==> config.mk <==
export PLATFORM = sky130hd
export DESIGN_NAME = mip_chain_offset_generator
export DESIGN_NICKNAME = d
export VERILOG_FILES = /design/src/hw/rtl/mcog_pkg.sv /design/src/hw/rtl/mcog_ctrl.sv /design/src/hw/rtl/mcog_dp.sv /design/src/hw/rtl/mip_chain_offset_generator.sv
export SDC_FILE = /design/constraint.sdc
export NUM_CORES = 1
export LEC_CHECK = 0
export BUFFER_PORTS_ARGS = -buffer_cell sky130_fd_sc_hd__buf_4
export CORE_MARGIN = 4
export CORE_UTILIZATION = 49
export DETAILED_ROUTE_END_ITERATION = 6
export GPL_ROUTABILITY_DRIVEN = 0
export GPL_TIMING_DRIVEN = 0
export PLACE_DENSITY = 0.78
export SLEW_MARGIN = 5
export SYNTH_ARGS = -nofsm -noshare
export SYNTH_HDL_FRONTEND = slang
export SYNTH_SLANG_ARGS = --single-unit
==> constraint.sdc <==
create_clock -name clk -period 9.1 [get_ports clk]
set_input_delay 1.82 -clock clk [delete_from_list [all_inputs] [get_ports clk]]
set_output_delay 1.82 -clock clk [all_outputs]
set_load 0.05 [all_outputs]
==> src/hw/rtl/mcog_pkg.sv <==
package mcog_pkg;

	localparam int DIM_BITS   = 15;
	localparam int CNT_BITS   = 4;
	localparam int FMT_BITS   = 8;
	localparam int BYTES_BITS = 31;
	localparam int TOTAL_BITS = 32;
	localparam int PROD_BITS  = 2 * DIM_BITS;

	localparam logic [BYTES_BITS-1:0] BYTES_SAT = '1;
	localparam logic [TOTAL_BITS-1:0] TOTAL_SAT = '1;

	localparam logic [FMT_BITS-1:0] FMT_BC1_LO   = 8'd70;
	localparam logic [FMT_BITS-1:0] FMT_BC1_HI   = 8'd72;
	localparam logic [FMT_BITS-1:0] FMT_RGBA8_LO = 8'd27;
	localparam logic [FMT_BITS-1:0] FMT_RGBA8_HI = 8'd32;

	typedef enum logic [1:0] {
		KIND_NONE,
		KIND_BC1,
		KIND_RGBA8
	} fmt_kind_t;

	typedef enum logic [1:0] {
		STAT_OK       = 2'd0,
		STAT_UNSUP    = 2'd1,
		STAT_MISMATCH = 2'd2
	} status_t;

	typedef enum logic [1:0] {
		S_IDLE,
		S_CALC,
		S_EMIT
	} ctrl_state_t;

	typedef struct packed {
		logic load;
		logic calc;
		logic emit;
	} dp_cmd_t;

	typedef struct packed {
		logic last;
		logic slot_free;
	} dp_sts_t;

	function automatic fmt_kind_t fmt_kind(input logic [FMT_BITS-1:0] code);
		fmt_kind_t k;
		case (code) inside
			[FMT_BC1_LO:FMT_BC1_HI]:     k = KIND_BC1;
			[FMT_RGBA8_LO:FMT_RGBA8_HI]: k = KIND_RGBA8;
			default:                     k = KIND_NONE;
		endcase
		return k;
	endfunction

endpackage

==> src/hw/rtl/mcog_ctrl.sv <==
module mcog_ctrl import mcog_pkg::*; (
	input  logic    clk,
	input  logic    arst_n,
	input  logic    in_valid,
	output logic    in_ready,
	input  dp_sts_t sts,
	output dp_cmd_t cmd
);

	ctrl_state_t state_q, state_d;

	always_ff @(posedge clk or negedge arst_n) begin
		if (!arst_n) begin
			state_q <= S_IDLE;
		end else begin
			state_q <= state_d;
		end
	end

	always_comb begin
		state_d  = state_q;
		cmd      = '0;
		in_ready = 1'b0;
		case (state_q)
			S_IDLE: begin
				in_ready = 1'b1;
				if (in_valid) begin
					cmd.load = 1'b1;
					state_d  = S_CALC;
				end
			end
			S_CALC: begin
				cmd.calc = 1'b1;
				state_d  = S_EMIT;
			end
			S_EMIT: begin
				// wait for the output register to drain
				if (sts.slot_free) begin
					cmd.emit = 1'b1;
					state_d  = sts.last ? S_IDLE : S_CALC;
				end
			end
			default: begin
				state_d = S_IDLE;
			end
		endcase
	end

endmodule

==> src/hw/rtl/mcog_dp.sv <==
module mcog_dp import mcog_pkg::*; (
	input  logic                  clk,
	input  logic                  arst_n,
	input  dp_cmd_t               cmd,
	output dp_sts_t               sts,
	input  logic [FMT_BITS-1:0]   in_format,
	input  logic [DIM_BITS-1:0]   in_height,
	input  logic [DIM_BITS-1:0]   in_width,
	input  logic [CNT_BITS-1:0]   in_count,
	input  logic                  out_ready,
	output logic                  out_valid,
	output logic [CNT_BITS-1:0]   out_index,
	output logic [TOTAL_BITS-1:0] out_offset,
	output logic [BYTES_BITS-1:0] out_bytes,
	output logic [TOTAL_BITS-1:0] out_total,
	output logic                  out_last,
	output status_t               out_status
);

	fmt_kind_t             kind_q;
	logic [DIM_BITS-1:0]   h_q, w_q;
	logic [CNT_BITS-1:0]   count_q, idx_q;
	logic [TOTAL_BITS-1:0] total_q;

	logic [BYTES_BITS-1:0] bytes_s1;
	logic                  last_s1;
	status_t               status_s1;

	logic                  o_valid_q;
	logic [CNT_BITS-1:0]   o_idx_q;
	logic [TOTAL_BITS-1:0] o_off_q, o_total_q;
	logic [BYTES_BITS-1:0] o_bytes_q;
	logic                  o_last_q;
	status_t               o_status_q;

	logic [DIM_BITS-1:0]   h_blk, w_blk, op_a, op_b, h_half, w_half;
	logic [PROD_BITS-1:0]  prod;
	logic [TOTAL_BITS:0]   size_c;
	logic [BYTES_BITS-1:0] bytes_c;
	logic                  nat_end, cnt_end, last_c;
	status_t               status_c;
	logic [TOTAL_BITS:0]   sum_c;
	logic [TOTAL_BITS-1:0] total_c;

	always_comb begin
		// BC1 works on 4x4 blocks, at least one each way
		h_blk = (h_q >> 2) == '0 ? DIM_BITS'(1) : (h_q >> 2);
		w_blk = (w_q >> 2) == '0 ? DIM_BITS'(1) : (w_q >> 2);
		op_a  = (kind_q == KIND_BC1) ? h_blk : h_q;
		op_b  = (kind_q == KIND_BC1) ? w_blk : w_q;
		prod  = op_a * op_b;
		case (kind_q)
			KIND_BC1:   size_c = (TOTAL_BITS+1)'({prod, 3'b000});
			KIND_RGBA8: size_c = (TOTAL_BITS+1)'({prod, 2'b00});
			default:    size_c = '0;
		endcase
		bytes_c = (size_c > (TOTAL_BITS+1)'(BYTES_SAT)) ? BYTES_SAT
			: size_c[BYTES_BITS-1:0];

		nat_end = (h_q == DIM_BITS'(1)) && (w_q == DIM_BITS'(1));
		cnt_end = ({1'b0, idx_q} + (CNT_BITS+1)'(1)) == {1'b0, count_q};
		last_c  = (kind_q == KIND_NONE) || (count_q == '0) || nat_end || cnt_end;
		// a declared count of one matches a chain cut at the top level
		if (kind_q == KIND_NONE) begin
			status_c = STAT_UNSUP;
		end else if (last_c && !(cnt_end && (nat_end || count_q == CNT_BITS'(1)))) begin
			status_c = STAT_MISMATCH;
		end else begin
			status_c = STAT_OK;
		end

		h_half = (h_q >> 1) == '0 ? DIM_BITS'(1) : (h_q >> 1);
		w_half = (w_q >> 1) == '0 ? DIM_BITS'(1) : (w_q >> 1);

		sum_c   = {1'b0, total_q} + (TOTAL_BITS+1)'(bytes_s1);
		total_c = sum_c[TOTAL_BITS] ? TOTAL_SAT : sum_c[TOTAL_BITS-1:0];
	end

	always_ff @(posedge clk) begin
		if (cmd.load) begin
			kind_q  <= fmt_kind(in_format);
			h_q     <= in_height;
			w_q     <= in_width;
			count_q <= in_count;
			idx_q   <= '0;
			total_q <= '0;
		end else if (cmd.calc) begin
			h_q <= h_half;
			w_q <= w_half;
		end else if (cmd.emit) begin
			idx_q   <= idx_q + CNT_BITS'(1);
			total_q <= total_c;
		end
		if (cmd.calc) begin
			bytes_s1  <= bytes_c;
			last_s1   <= last_c;
			status_s1 <= status_c;
		end
		if (cmd.emit) begin
			o_idx_q    <= idx_q;
			o_off_q    <= total_q;
			o_bytes_q  <= bytes_s1;
			o_total_q  <= total_c;
			o_last_q   <= last_s1;
			o_status_q <= status_s1;
		end
	end

	always_ff @(posedge clk or negedge arst_n) begin
		if (!arst_n) begin
			o_valid_q <= 1'b0;
		end else if (cmd.emit) begin
			o_valid_q <= 1'b1;
		end else if (out_ready) begin
			o_valid_q <= 1'b0;
		end
	end

	assign sts.last      = last_s1;
	assign sts.slot_free = !o_valid_q || out_ready;

	assign out_valid  = o_valid_q;
	assign out_index  = o_idx_q;
	assign out_offset = o_off_q;
	assign out_bytes  = o_bytes_q;
	assign out_total  = o_total_q;
	assign out_last   = o_last_q;
	assign out_status = o_status_q;

endmodule

==> src/hw/rtl/mip_chain_offset_generator.sv <==
// The descriptor is registered on acceptance, each level size in S_CALC (multiply),
// and the output in S_EMIT (accumulate); S_EMIT waits while a stalled sink holds the
// output. The size multiplier and running-total adder are shared by all levels, and
// a new descriptor is accepted only after the last level of the chain is emitted.
// Reset (arst_n low) clears the controller and the output valid; nothing is pending.
module mip_chain_offset_generator import mcog_pkg::*; (
	input  logic         clk,
	input  logic         arst_n,
	input  logic         s_axis_tvalid,
	output logic         s_axis_tready,
	// format_code[7:0], image_height[22:8], image_width[37:23], level_count[41:38], zero
	input  logic [47:0]  s_axis_tdata,
	output logic         m_axis_tvalid,
	input  logic         m_axis_tready,
	// level_index[3:0], level_offset[35:4], level_bytes[66:36], running_total[98:67], zero
	output logic [103:0] m_axis_tdata,
	output logic         m_axis_tlast,
	// status[1:0]
	output logic [1:0]   m_axis_tuser
);

	dp_cmd_t               cmd;
	dp_sts_t               sts;
	logic [CNT_BITS-1:0]   out_index;
	logic [TOTAL_BITS-1:0] out_offset, out_total;
	logic [BYTES_BITS-1:0] out_bytes;
	status_t               out_status;

	mcog_ctrl u_ctrl (
		.clk      (clk),
		.arst_n   (arst_n),
		.in_valid (s_axis_tvalid),
		.in_ready (s_axis_tready),
		.sts      (sts),
		.cmd      (cmd)
	);

	mcog_dp u_dp (
		.clk        (clk),
		.arst_n     (arst_n),
		.cmd        (cmd),
		.sts        (sts),
		.in_format  (s_axis_tdata[7:0]),
		.in_height  (s_axis_tdata[22:8]),
		.in_width   (s_axis_tdata[37:23]),
		.in_count   (s_axis_tdata[41:38]),
		.out_ready  (m_axis_tready),
		.out_valid  (m_axis_tvalid),
		.out_index  (out_index),
		.out_offset (out_offset),
		.out_bytes  (out_bytes),
		.out_total  (out_total),
		.out_last   (m_axis_tlast),
		.out_status (out_status)
	);

	assign m_axis_tdata = {5'b00000, out_total, out_bytes, out_offset, out_index};
	assign m_axis_tuser = out_status;

endmodule

==> results of run 1 <==
[Yosys cell counts, types with 13 or more instances]
cell type  instances  area, um2
clkbuf_1          45        169
and2_1            33        206
nor2b_1           32        200
nor2_1           165        619
a311oi_1          17        149
a21oi_1           77        385
edfxtp_1         170       5100
o21ai_0           39        195
nand2b_1          15       93.8
xor2_1            24        210
nand2_1          232        871
inv_1            212        796
fa_1             168       3360
ha_1             129       1610
or2_2             13       81.3
a221o_1           26        260
xnor2_1           38        333
a21o_1            39        293
dfxtp_1           36        721
nor3_1            27        135
[state kept, by name, indices dropped and copies added, names as in the netlist, 2 cells and up]
register	cells
u_dp.out_offset	32
u_dp.status_s1	2
u_dp.out_bytes	30
u_dp.kind_q	2
u_dp.out_total	32
u_dp.total_q	32
u_dp.count_q	4
u_dp.h_q	15
u_dp.out_index	4
u_ctrl.state_q	2
u_dp.idx_q	4
u_dp.w_q	15
u_dp.bytes_s1	30
u_dp.out_status	2
[placed cells by master (no fill, tap or decap), types with 6 or more instances in the layout]
| cell type | n |
|---|---|
| a21o_1 | 39 |
| fa_1 | 168 |
| o21a_1 | 7 |
| and3_1 | 6 |
| clkbuf_16 | 21 |
| a211oi_1 | 12 |
| nand2b_1 | 15 |
| o21ai_0 | 39 |
| clkbuf_1 | 44 |
| a31oi_1 | 8 |
| xor2_1 | 24 |
| ha_1 | 129 |
| nand3_1 | 12 |
| nor3_1 | 27 |
| a21oi_1 | 77 |
| xnor2_1 | 38 |
| or2_2 | 13 |
| and2_1 | 33 |
| nand2_1 | 231 |
| dfxtp_1 | 36 |
| or2_1 | 6 |
| nor2b_1 | 32 |
| buf_4 | 155 |
| inv_1 | 212 |
| edfxtp_1 | 170 |
| a311oi_1 | 17 |
| a221o_1 | 26 |
| nor2_1 | 165 |
| buf_1 | 9 |
[worst max-delay path: cells and delay by family (launching register included)]
family	cells	cell delay, ns
AND/OR/NAND/NOR	2	0.27
adder cells (fa/ha/maj)	8	3.48
XOR/XNOR	1	0.18
AO/OA/AOI/OAI	9	2.20
flip-flops	1	0.41
buffers and inverters	9	1.91
[stage by stage]
stage                     cells  area (um2)  setup slack [ns]  hold slack, ns
after floorplan            1702       17100              1.79           0.400
after global placement     2306       18800             0.640           0.405
after detailed placement   2307       18900             0.555           0.418
after CTS                  2345       19600             0.532           0.435
after global routing       2345       19600            0.0318           0.451
final                      2345       19600             0.372           0.437
[cell type report]
cell class              instances  area, um2  area share [%]
multi-input cells            1211      10100            51.7
clock inverters                13        150           0.767
well taps                     455        569            2.91
plain buffers                  68        310            1.58
flip-flops and latches        209       5900            30.1
clock buffers                  25        581            2.96
repair buffers                150       1150            5.85
inverters                     214        803            4.10
[cells by family (layout without fill, tap and decap cells)]
| family | count (synthesis) | in the layout |
|---|---|---|
| compound gates | 276 | 276 |
| xor+xnor | 62 | 62 |
| fa+ha+maj | 297 | 297 |
| buf+inv | 282 | 470 |
| flops | 209 | 209 |
| mux | 5 | 5 |
| other cells | 1 | 5 |
| simple gates | 566 | 566 |
[worst paths after layout]
check                                           startpoint                             end  slack [ns]
min in group asynchronous                           arst_n      u_dp.out_valid$_DFFE_PN0P_        1.09
max in group asynchronous                           arst_n   u_ctrl.state_q[0]$_DFFE_PN0P_        7.91
min                        u_dp.status_s1[0]$_SDFFCE_PP1P_    u_dp.out_status[0]$_DFFE_PP_        0.44
min reg2reg                u_dp.status_s1[0]$_SDFFCE_PP1P_    u_dp.out_status[0]$_DFFE_PP_        0.44
max reg2reg                   u_dp.kind_q[1]$_SDFFCE_PP0P_  u_dp.bytes_s1[4]$_SDFFCE_PP1P_        0.37
max                           u_dp.kind_q[1]$_SDFFCE_PP0P_  u_dp.bytes_s1[4]$_SDFFCE_PP1P_        0.37
[per-layer routing]
layer	global-route usage, %	up-vias	part of all wire (%)
li1	-	6056	-
met1	28.8	6335	38
met2	38.7	688	49
met3	3.31	130	8.3
met4	9.49	2	4.8
met5	0	-	0.037
==> metrics.csv, run 1 <==
metric,value,unit
cp_data_required_time,9.35,ns
synth-edff-count,170,
fin_crit_sh,95.9,%
synth_xor_area_share,3.17,%
grtUsageTotal,22.6,%
die_y,195,um
clock_path_buffers,3,
postCtsSetupRepairBufs,0,
clkSlewWorstSetupHoldPaths,0.06,ns
dp_hpwl,35100,um
io_pins,161,
cp-start-kind,flop,
wl_per_cell,18.5,um
drt_iter0_markers,1337,
synth_fa_ha_area_share,29.1,%
drive_gt1_share,12.6,%
synth_top_family_by_area,adder cells,
finalSetupViolCount,0,
antenna_found_initial,1,
grt_overflow,0,
cts_tree,done,
floorplan.initialDensity,49.6,%
hold_violations,0,
fin_nets,2224,
slew_violations,0,
r2r_cells,29,
areaGrowthSynthToFinish,14.4,%
cts_sinks,209,
synth.distinct_cells,76,
ant_nets,0,
ys_ff_latch,209,
crit_slowest_cell,fa_1,
synth_simple_gate_area_share,14.8,%
cts_made_buffers,21,
worstMarginPinSlew,1.17,ns
fmax,0.115,GHz
syn_area_per_cell,10.1,um2
cts_hold_buf,0,
ys.flop_type,edfxtp_1,
synthMuxAreaShare,0.307,%
cp_max_fo,10,
critPathKind,flop to flop,
drc,0,
whs_path_depth,0,
min_period,8.73,ns
synth_area,17100,um2
post_cts_resized,0,
maxCapViolations,0,
slew_headroom,21.9,%
critPathMaxStageDelay,0.58,ns
core,34500,um2
ys_seq_area_share,34.5,%
synthArstFlopShare,1.44,%
die_w,195,um
rsz0062_at_grt,no,
synthCells,1698,
grt_max_degree,62,
diodes,0,
dr.pass1.iters,6,
routed_wl,43500,um
grt_pass1_vias,13400,
worstHoldPathType,flop to flop,
viasPerCell,5.63,
end_kind,flop,
yosys_warnings,0,
tns,0,ns
rows,68,
status,completed,
htreeDepth,1,
final.setup_skew,0.0232,ns
post-route-util,56.7,%
cts-root-buf,clkbuf_16,
fill_cells,2889,
arrival,8.98,ns
via_count,13200,
synth_compound_area_share,11.7,%
insertion_delay,0.52,ns
grt_pass1_wl,70100,um
die_area,38000,um2
port_buffers,149,
Power of run 1 is not shown: default switching activity piles up to over one toggle a cycle in this logic, so the estimate is an artifact.
==> run 2, diff against run 1 <==
--- a/config.mk
+++ b/config.mk
@@ -6,12 +6,13 @@
 export NUM_CORES = 1
 export LEC_CHECK = 0
 export BUFFER_PORTS_ARGS = -buffer_cell sky130_fd_sc_hd__buf_4
+export CELL_PAD_IN_SITES_DETAIL_PLACEMENT = 0
+export CELL_PAD_IN_SITES_GLOBAL_PLACEMENT = 1
 export CORE_MARGIN = 4
-export CORE_UTILIZATION = 49
+export CORE_UTILIZATION = 48
 export DETAILED_ROUTE_END_ITERATION = 6
 export GPL_ROUTABILITY_DRIVEN = 0
-export GPL_TIMING_DRIVEN = 0
-export PLACE_DENSITY = 0.78
+export PLACE_DENSITY = 0.92
 export SLEW_MARGIN = 5
 export SYNTH_ARGS = -nofsm -noshare
 export SYNTH_HDL_FRONTEND = slang
==> run 2 against run 1 <==
- sequential share of layout area barely moved
- first-iteration DRC count fell by 33%
- routed wire length fell by 4.8%
- critical path depth fell by 3
- count of clock-buffer cells in the layout rose by 4
- flip-flop and latch count did not move
- design area fell by 0.16%
- critical path type unchanged
- critical endpoint is now u_dp.bytes_s1[24]$_SDFFCE_PP1P_
==> metrics.csv, run 2 (synthesized netlist as in run 1, its figures left out) <==
metric,value,unit,change
status,completed,,
critical_path.top_delay_family,adder cells,,
crit_slowest_cell,o2bb2ai_2,,
via_count,12800,,-2.8%
drc,0,,unchanged
cp_data_required_time,9.44,ns,+0.09 ns
post_cts_resized,0,,unchanged
die_area,38700,um2,+2.0%
viasPerCell,5.54,,-1.6%
grtUsageTotal,21.1,%,-1.5 points
final.setup_skew,0.0355,ns,+0.0123 ns
slew_headroom,22.1,%,+0.24 points
critPathKind,flop to flop,,
floorplan.initialDensity,49.1,%,-0.48 points
grt_pass1_wl,66600,um,-4.9%
htreeDepth,1,,unchanged
holdWs,0.423,ns,-0.0145 ns
maxCapViolations,0,,unchanged
worstHoldPathType,flop to flop,,
mostFrequentLayoutCells,"nand2_1, inv_1, buf_4, edfxtp_1, fa_1",,
core,34900,um2,+0.99%
r2r_cells,26,,-10%
routed_wl,41400,um,-4.8%
hold_violations,0,,unchanged
rows,68,,unchanged
rsz0062_at_grt,no,,
postCtsSetupRepairBufs,0,,unchanged
fin_area,19600,um2,-0.16%
end_kind,flop,,
dr.pass1.iters,5,,-1
min_period,8.36,ns,-0.372 ns
grt_overflow,0,,unchanged
critPathMaxStageDelay,0.94,ns,+0.36 ns
cp_max_fo,32,,+22
diodes,0,,unchanged
cts_hold_buf,0,,unchanged
die_w,197,um,+0.99%
placed_cells,2278,,-1.3%
worst-path-buf-inv,7,,-2
dp_hpwl,32900,um,-6.2%
cts_sinks,209,,unchanged
cts_made_buffers,22,,+4.8%
fin_crit_sh,91.8,%,-4.1 points
insertion_delay,0.51,ns,about the same
areaGrowthSynthToFinish,14.2,%,
die_y,197,um,+0.99%
grt_max_degree,95,,+53%
instances_no_fill,2318,,-1.2%
wl_per_cell,17.9,um,-3.6%
finalSetupViolCount,0,,unchanged
grt_pass1_vias,12800,,-4.0%
drt_iter0_markers,895,,-33%
cts-root-buf,clkbuf_16,,
fmax,0.120,GHz,+4.5%
ant_nets,0,,unchanged
antenna_found_initial,0,,-1
fin_nets,2196,,-1.3%
whs_path_depth,0,,unchanged
tns,0,ns,unchanged
final_common_cell,nand2_1,,
cp_num_cells,26,,-10%
clkSlewWorstSetupHoldPaths,0.06,ns,about the same
port_buffers,149,,unchanged
worstMarginPinSlew,1.16,ns,-0.00912 ns
cts_tree,done,,
slew_violations,0,,unchanged
cp-start-kind,flop,,
clock_path_buffers,3,,unchanged
io_pins,161,,unchanged
place_area,18800,um2,-0.11%
arrival,8.70,ns,-0.28 ns
drive_gt1_share,14.2,%,+1.5 points
==> run 2: cell types whose count changed in the layout (fill, tap and decap cells not counted), moves of 2 or more <==
cell / previous run / this run
clkinv_2: 4 / 6
clkinv_1: 2 / 0
clkbuf_16: 21 / 23
buf_1: 9 / 0
buf_6: 3 / 0
bufinv_16: 3 / 1
buf_2: 5 / 0
buf_4: 155 / 189
clkbuf_1: 44 / 3
==> run 2: layout make-up <==
class / count / area (um2)
Fill cell: 3018 / 15300
Multi-Input combinational cell: 1211 / 10100
Sequential cell: 209 / 5900
Timing Repair Buffer: 189 / 1420
Inverter: 214 / 806
Clock buffer: 29 / 628
Tap cell: 455 / 569
Clock inverter: 11 / 95.1
==> run 2: path summary, 6_finish.rpt <==
check / from / end / slack, ns
worst max-delay path: u_dp.kind_q[1]$_SDFFCE_PP0P_ / u_dp.bytes_s1[24]$_SDFFCE_PP1P_ / 0.74
worst min-delay path: u_dp.status_s1[0]$_SDFFCE_PP1P_ / u_dp.out_status[0]$_DFFE_PP_ / 0.42
worst max register to register: u_dp.kind_q[1]$_SDFFCE_PP0P_ / u_dp.bytes_s1[24]$_SDFFCE_PP1P_ / 0.74
worst min register to register: u_dp.status_s1[0]$_SDFFCE_PP1P_ / u_dp.out_status[0]$_DFFE_PP_ / 0.42
max in group asynchronous: arst_n / u_ctrl.state_q[1]$_DFFE_PN0P_ / 7.92
min in group asynchronous: arst_n / u_dp.out_valid$_DFFE_PN0P_ / 1.09
==> run 2: through the flow <==
step	setup WS, ns	util, %
2_1_floorplan	1.79	-
3_3_place_gp	1.04	54.0
5_1_grt	0.302	56.1
3_5_place_dp	0.900	54.0
4_1_cts	0.821	56.1
6_report	0.744	56.1
==> run 2: per-layer routing <==
metal | global-route usage, % | routed length (um) | vias to the layer above
li1 | - | - | 5997
met4 | 6.45 | 1490 | 0
met2 | 35.8 | 20100 | 484
met3 | 2.75 | 2950 | 109
met5 | 0 | 0 | -
met1 | 28.4 | 16900 | 6255
Power of run 2 is left out for the same reason.
==> run 3, diff against run 2 <==
--- a/config.mk
+++ b/config.mk
@@ -5,11 +5,12 @@
 export SDC_FILE = /design/constraint.sdc
 export NUM_CORES = 1
 export LEC_CHECK = 0
+export ABC_AREA = 1
 export BUFFER_PORTS_ARGS = -buffer_cell sky130_fd_sc_hd__buf_4
 export CELL_PAD_IN_SITES_DETAIL_PLACEMENT = 0
 export CELL_PAD_IN_SITES_GLOBAL_PLACEMENT = 1
 export CORE_MARGIN = 4
-export CORE_UTILIZATION = 48
+export CORE_UTILIZATION = 46
 export DETAILED_ROUTE_END_ITERATION = 6
 export GPL_ROUTABILITY_DRIVEN = 0
 export PLACE_DENSITY = 0.92
==> run 3 against run 2 <==
- sequential share of layout area shrank 2.4 points
- synthesized cell count grew 40%
- largest cell class unchanged
- routed wire length grew 15%
- critical endpoint is now u_dp.bytes_s1[5]$_SDFFCE_PP1P_
- cell count grew 32%
- highest routed layer unchanged
==> metrics.csv, run 3 <==
metric,value,unit,change
rsz0062_at_grt,no,,
floorplan.initialDensity,46.9,%,-2.2 points
grt_max_degree,106,,+12%
tns,0,ns,unchanged
worstHoldStart,u_dp.status_s1[0]$_SDFFCE_PP1P_,,
grtUsageTotal,21.6,%,+0.54 points
synthCells,2373,,+40%
r2r_slack,1.19,ns,+0.45 ns
fmax,0.126,GHz,+5.7%
io_pins,161,,unchanged
use_met3,2.96,%,+0.21 points
fin_crit_sh,86.9,%,-4.9 points
worstHoldPathType,flop to flop,,
drc,0,,unchanged
dp_hpwl,39900,um,+21%
syn_area_per_cell,7.90,um2,-22%
post_cts_resized,0,,unchanged
startpoint,u_dp.kind_q[1]$_SDFFCE_PP0P_,,
finalSetupViolCount,0,,unchanged
die_area,44100,um2,+14%
ys.flop_type,edfxtp_1,,
yosysMostFrequentCell,nand2_1,,
regToRegEndpoint,u_dp.bytes_s1[5]$_SDFFCE_PP1P_,,
cp-start-kind,flop,,
insertion_delay,0.52,ns,about the same
drive_gt1_share,10.4,%,-3.7 points
postCtsSetupRepairBufs,0,,unchanged
maxCapViolations,0,,unchanged
final_common_cell,nand2_1,,
grt_pass1_vias,15400,,+20%
die_w,210,um,+6.7%
critical_path.top_delay_family,adder cells,,
viasPerCell,4.96,,-10%
hold_violations,0,,unchanged
cts_hold_buf,0,,unchanged
yosys_warnings,0,,unchanged
status,completed,,
htreeDepth,1,,unchanged
cts_made_buffers,22,,unchanged
drt_iter0_markers,838,,-6.4%
hold_end,u_dp.out_status[0]$_DFFE_PP_,,
critPathMaxStageDelay,0.60,ns,-0.34 ns
grt_pass1_wl,77700,um,+17%
ys_seq_area_share,31.5,%,-3.0 points
synthTopCellsByArea,"edfxtp_1, fa_1, nand2_1",,
grt_overflow,0,,unchanged
cts_tree,done,,
rows,73,,+7.4%
grt_use_met1,26.5,%,-2.0 points
critPathKind,flop to flop,,
mostFrequentLayoutCells,"nand2_1, inv_1, nor2_1, buf_4, edfxtp_1",,
clock_path_buffers,3,,unchanged
final.setup_skew,0.0360,ns,+0.000535 ns
die_y,210,um,+6.7%
crit_slowest_cell,o21ai_1,,
cp_data_required_time,9.32,ns,-0.12 ns
ys_ff_latch,209,,unchanged
routed_wl,47800,um,+15%
via_count,15200,,+18%
ant_nets,0,,unchanged
synth_common_cells,"nand2_1, inv_1, nor2_1, edfxtp_1, fa_1",,
synth_top_area_share,27.2,%,-2.6 points
slew_headroom,22.3,%,+0.18 points
end_kind,flop,,
crit_path_frequent_cell,nand2_1,,
worst-path-buf-inv,7,,unchanged
wl_per_cell,15.6,um,-13%
r2r_start,u_dp.kind_q[1]$_SDFFCE_PP0P_,,
port_buffers,149,,unchanged
areaGrowthSynthToFinish,13.2,%,
synth_area,18800,um2,+9.6%
whs_path_depth,0,,unchanged
cp_max_fo,29,,-9.4%
grt.busiest_layer,met2,,
core,40000,um2,+15%
clkSlewWorstSetupHoldPaths,0.06,ns,about the same
fin_nets,2872,,+31%
synth.largest_area_cell,edfxtp_1,,
arrival,8.13,ns,-0.57 ns
synth.distinct_cells,45,,-41%
slew_violations,0,,unchanged
diodes,0,,unchanged
r2r_cells,29,,+12%
cts_sinks,209,,unchanged
min_period,7.91,ns,-0.448 ns
cts-root-buf,clkbuf_16,,
antenna_found_initial,0,,unchanged
use_met2,38.9,%,+3.2 points
dr.pass1.iters,5,,unchanged
worstMarginPinSlew,1.16,ns,-0.00361 ns
synthArstFlopShare,1.44,%,unchanged
synth-edff-count,170,,unchanged
-- run 3: cell count changes in the layout (fill, tap and decap cells not counted), moves of 22 or more --
cell | previous run | this run
nand2_1 | 232 | 630
inv_1 | 212 | 528
nor2_1 | 165 | 263
nand3_1 | 12 | 104
a21o_1 | 39 | 1
nor2b_1 | 32 | 0
xnor2_1 | 38 | 9
and2_1 | 33 | 6
a221o_1 | 26 | 0
o21ai_0 | 38 | 60
-- run 3: metal layers --
metal / vias to the layer above / part of all wire [%]
met1: 7073 / 40
met5: - / 0
met2: 488 / 50
met3: 107 / 5.9
li1: 7533 / -
met4: 0 / 4.2
-- run 3: metrics by stage --
| stage | hold slack [ns] | utilization, % | std cells | setup slack [ns] | instance area, um2 |
|---|---|---|---|---|---|
| 2_1_floorplan | 0.400 | - | 2377 | 2.45 | 18800 |
| 3_3_place_gp | 0.406 | 51.2 | 3024 | 1.40 | 20500 |
| 3_5_place_dp | 0.414 | 51.2 | 3024 | 1.20 | 20500 |
| 4_1_cts | 0.427 | 53.1 | 3064 | 1.16 | 21200 |
| 5_1_grt | 0.424 | 53.1 | 3064 | 0.600 | 21200 |
| 6_report | 0.435 | 53.1 | 3064 | 1.19 | 21200 |
-- run 3: final cells by class --
type                       count  area, um2
fill                        3800      18800
multi-input combinational   1580      10600
sequential                   209       5900
inverter                     536       2010
timing repair buffer         174       1310
tap                          525        657
clock buffer                  28        594
clock inverter                12        149
-- run 3: logic make-up (layout without fill, tap and decap cells) --
group / after synthesis / after routing / synth area share, %
xor gates and xnor gates: 29 / 29 / 1.35
adders and majority gates: 297 / 297 / 26.5
buffers and inverters: 588 / 750 / 12.1
other: 1 / 5 / 0.0200
and+or+nand+nor: 1092 / 1092 / 24.0
AOI/OAI and AO/OA: 157 / 157 / 4.55
DFF: 209 / 209 / 31.5
-- run 3: worst max-delay path by stage --
stage	endpoint	slack, ns	depth (start not counted)
after global routing	u_dp.bytes_s1[2]$_SDFFCE_PP1P_	0.60	29
after floorplan	u_dp.bytes_s1[20]$_SDFFCE_PP1P_	2.45	34
after global placement	u_dp.bytes_s1[30]$_SDFFCE_PP1P_	1.40	29
final	u_dp.bytes_s1[5]$_SDFFCE_PP1P_	1.19	29
after detailed placement	u_dp.bytes_s1[6]$_SDFFCE_PP1P_	1.20	29
after CTS	u_dp.bytes_s1[6]$_SDFFCE_PP1P_	1.16	29
-- run 3: worst register-to-register path: cells and delay by family (launching register included) --
| family | cells | cell delay (ns) |
|---|---|---|
| and+or+nand+nor | 12 | 1.13 |
| buffers and inverters | 7 | 1.33 |
| adders and majority gates | 8 | 3.96 |
| DFF | 1 | 0.39 |
| AOI/OAI and AO/OA | 2 | 0.79 |
Power of run 3 is left out for the same reason.
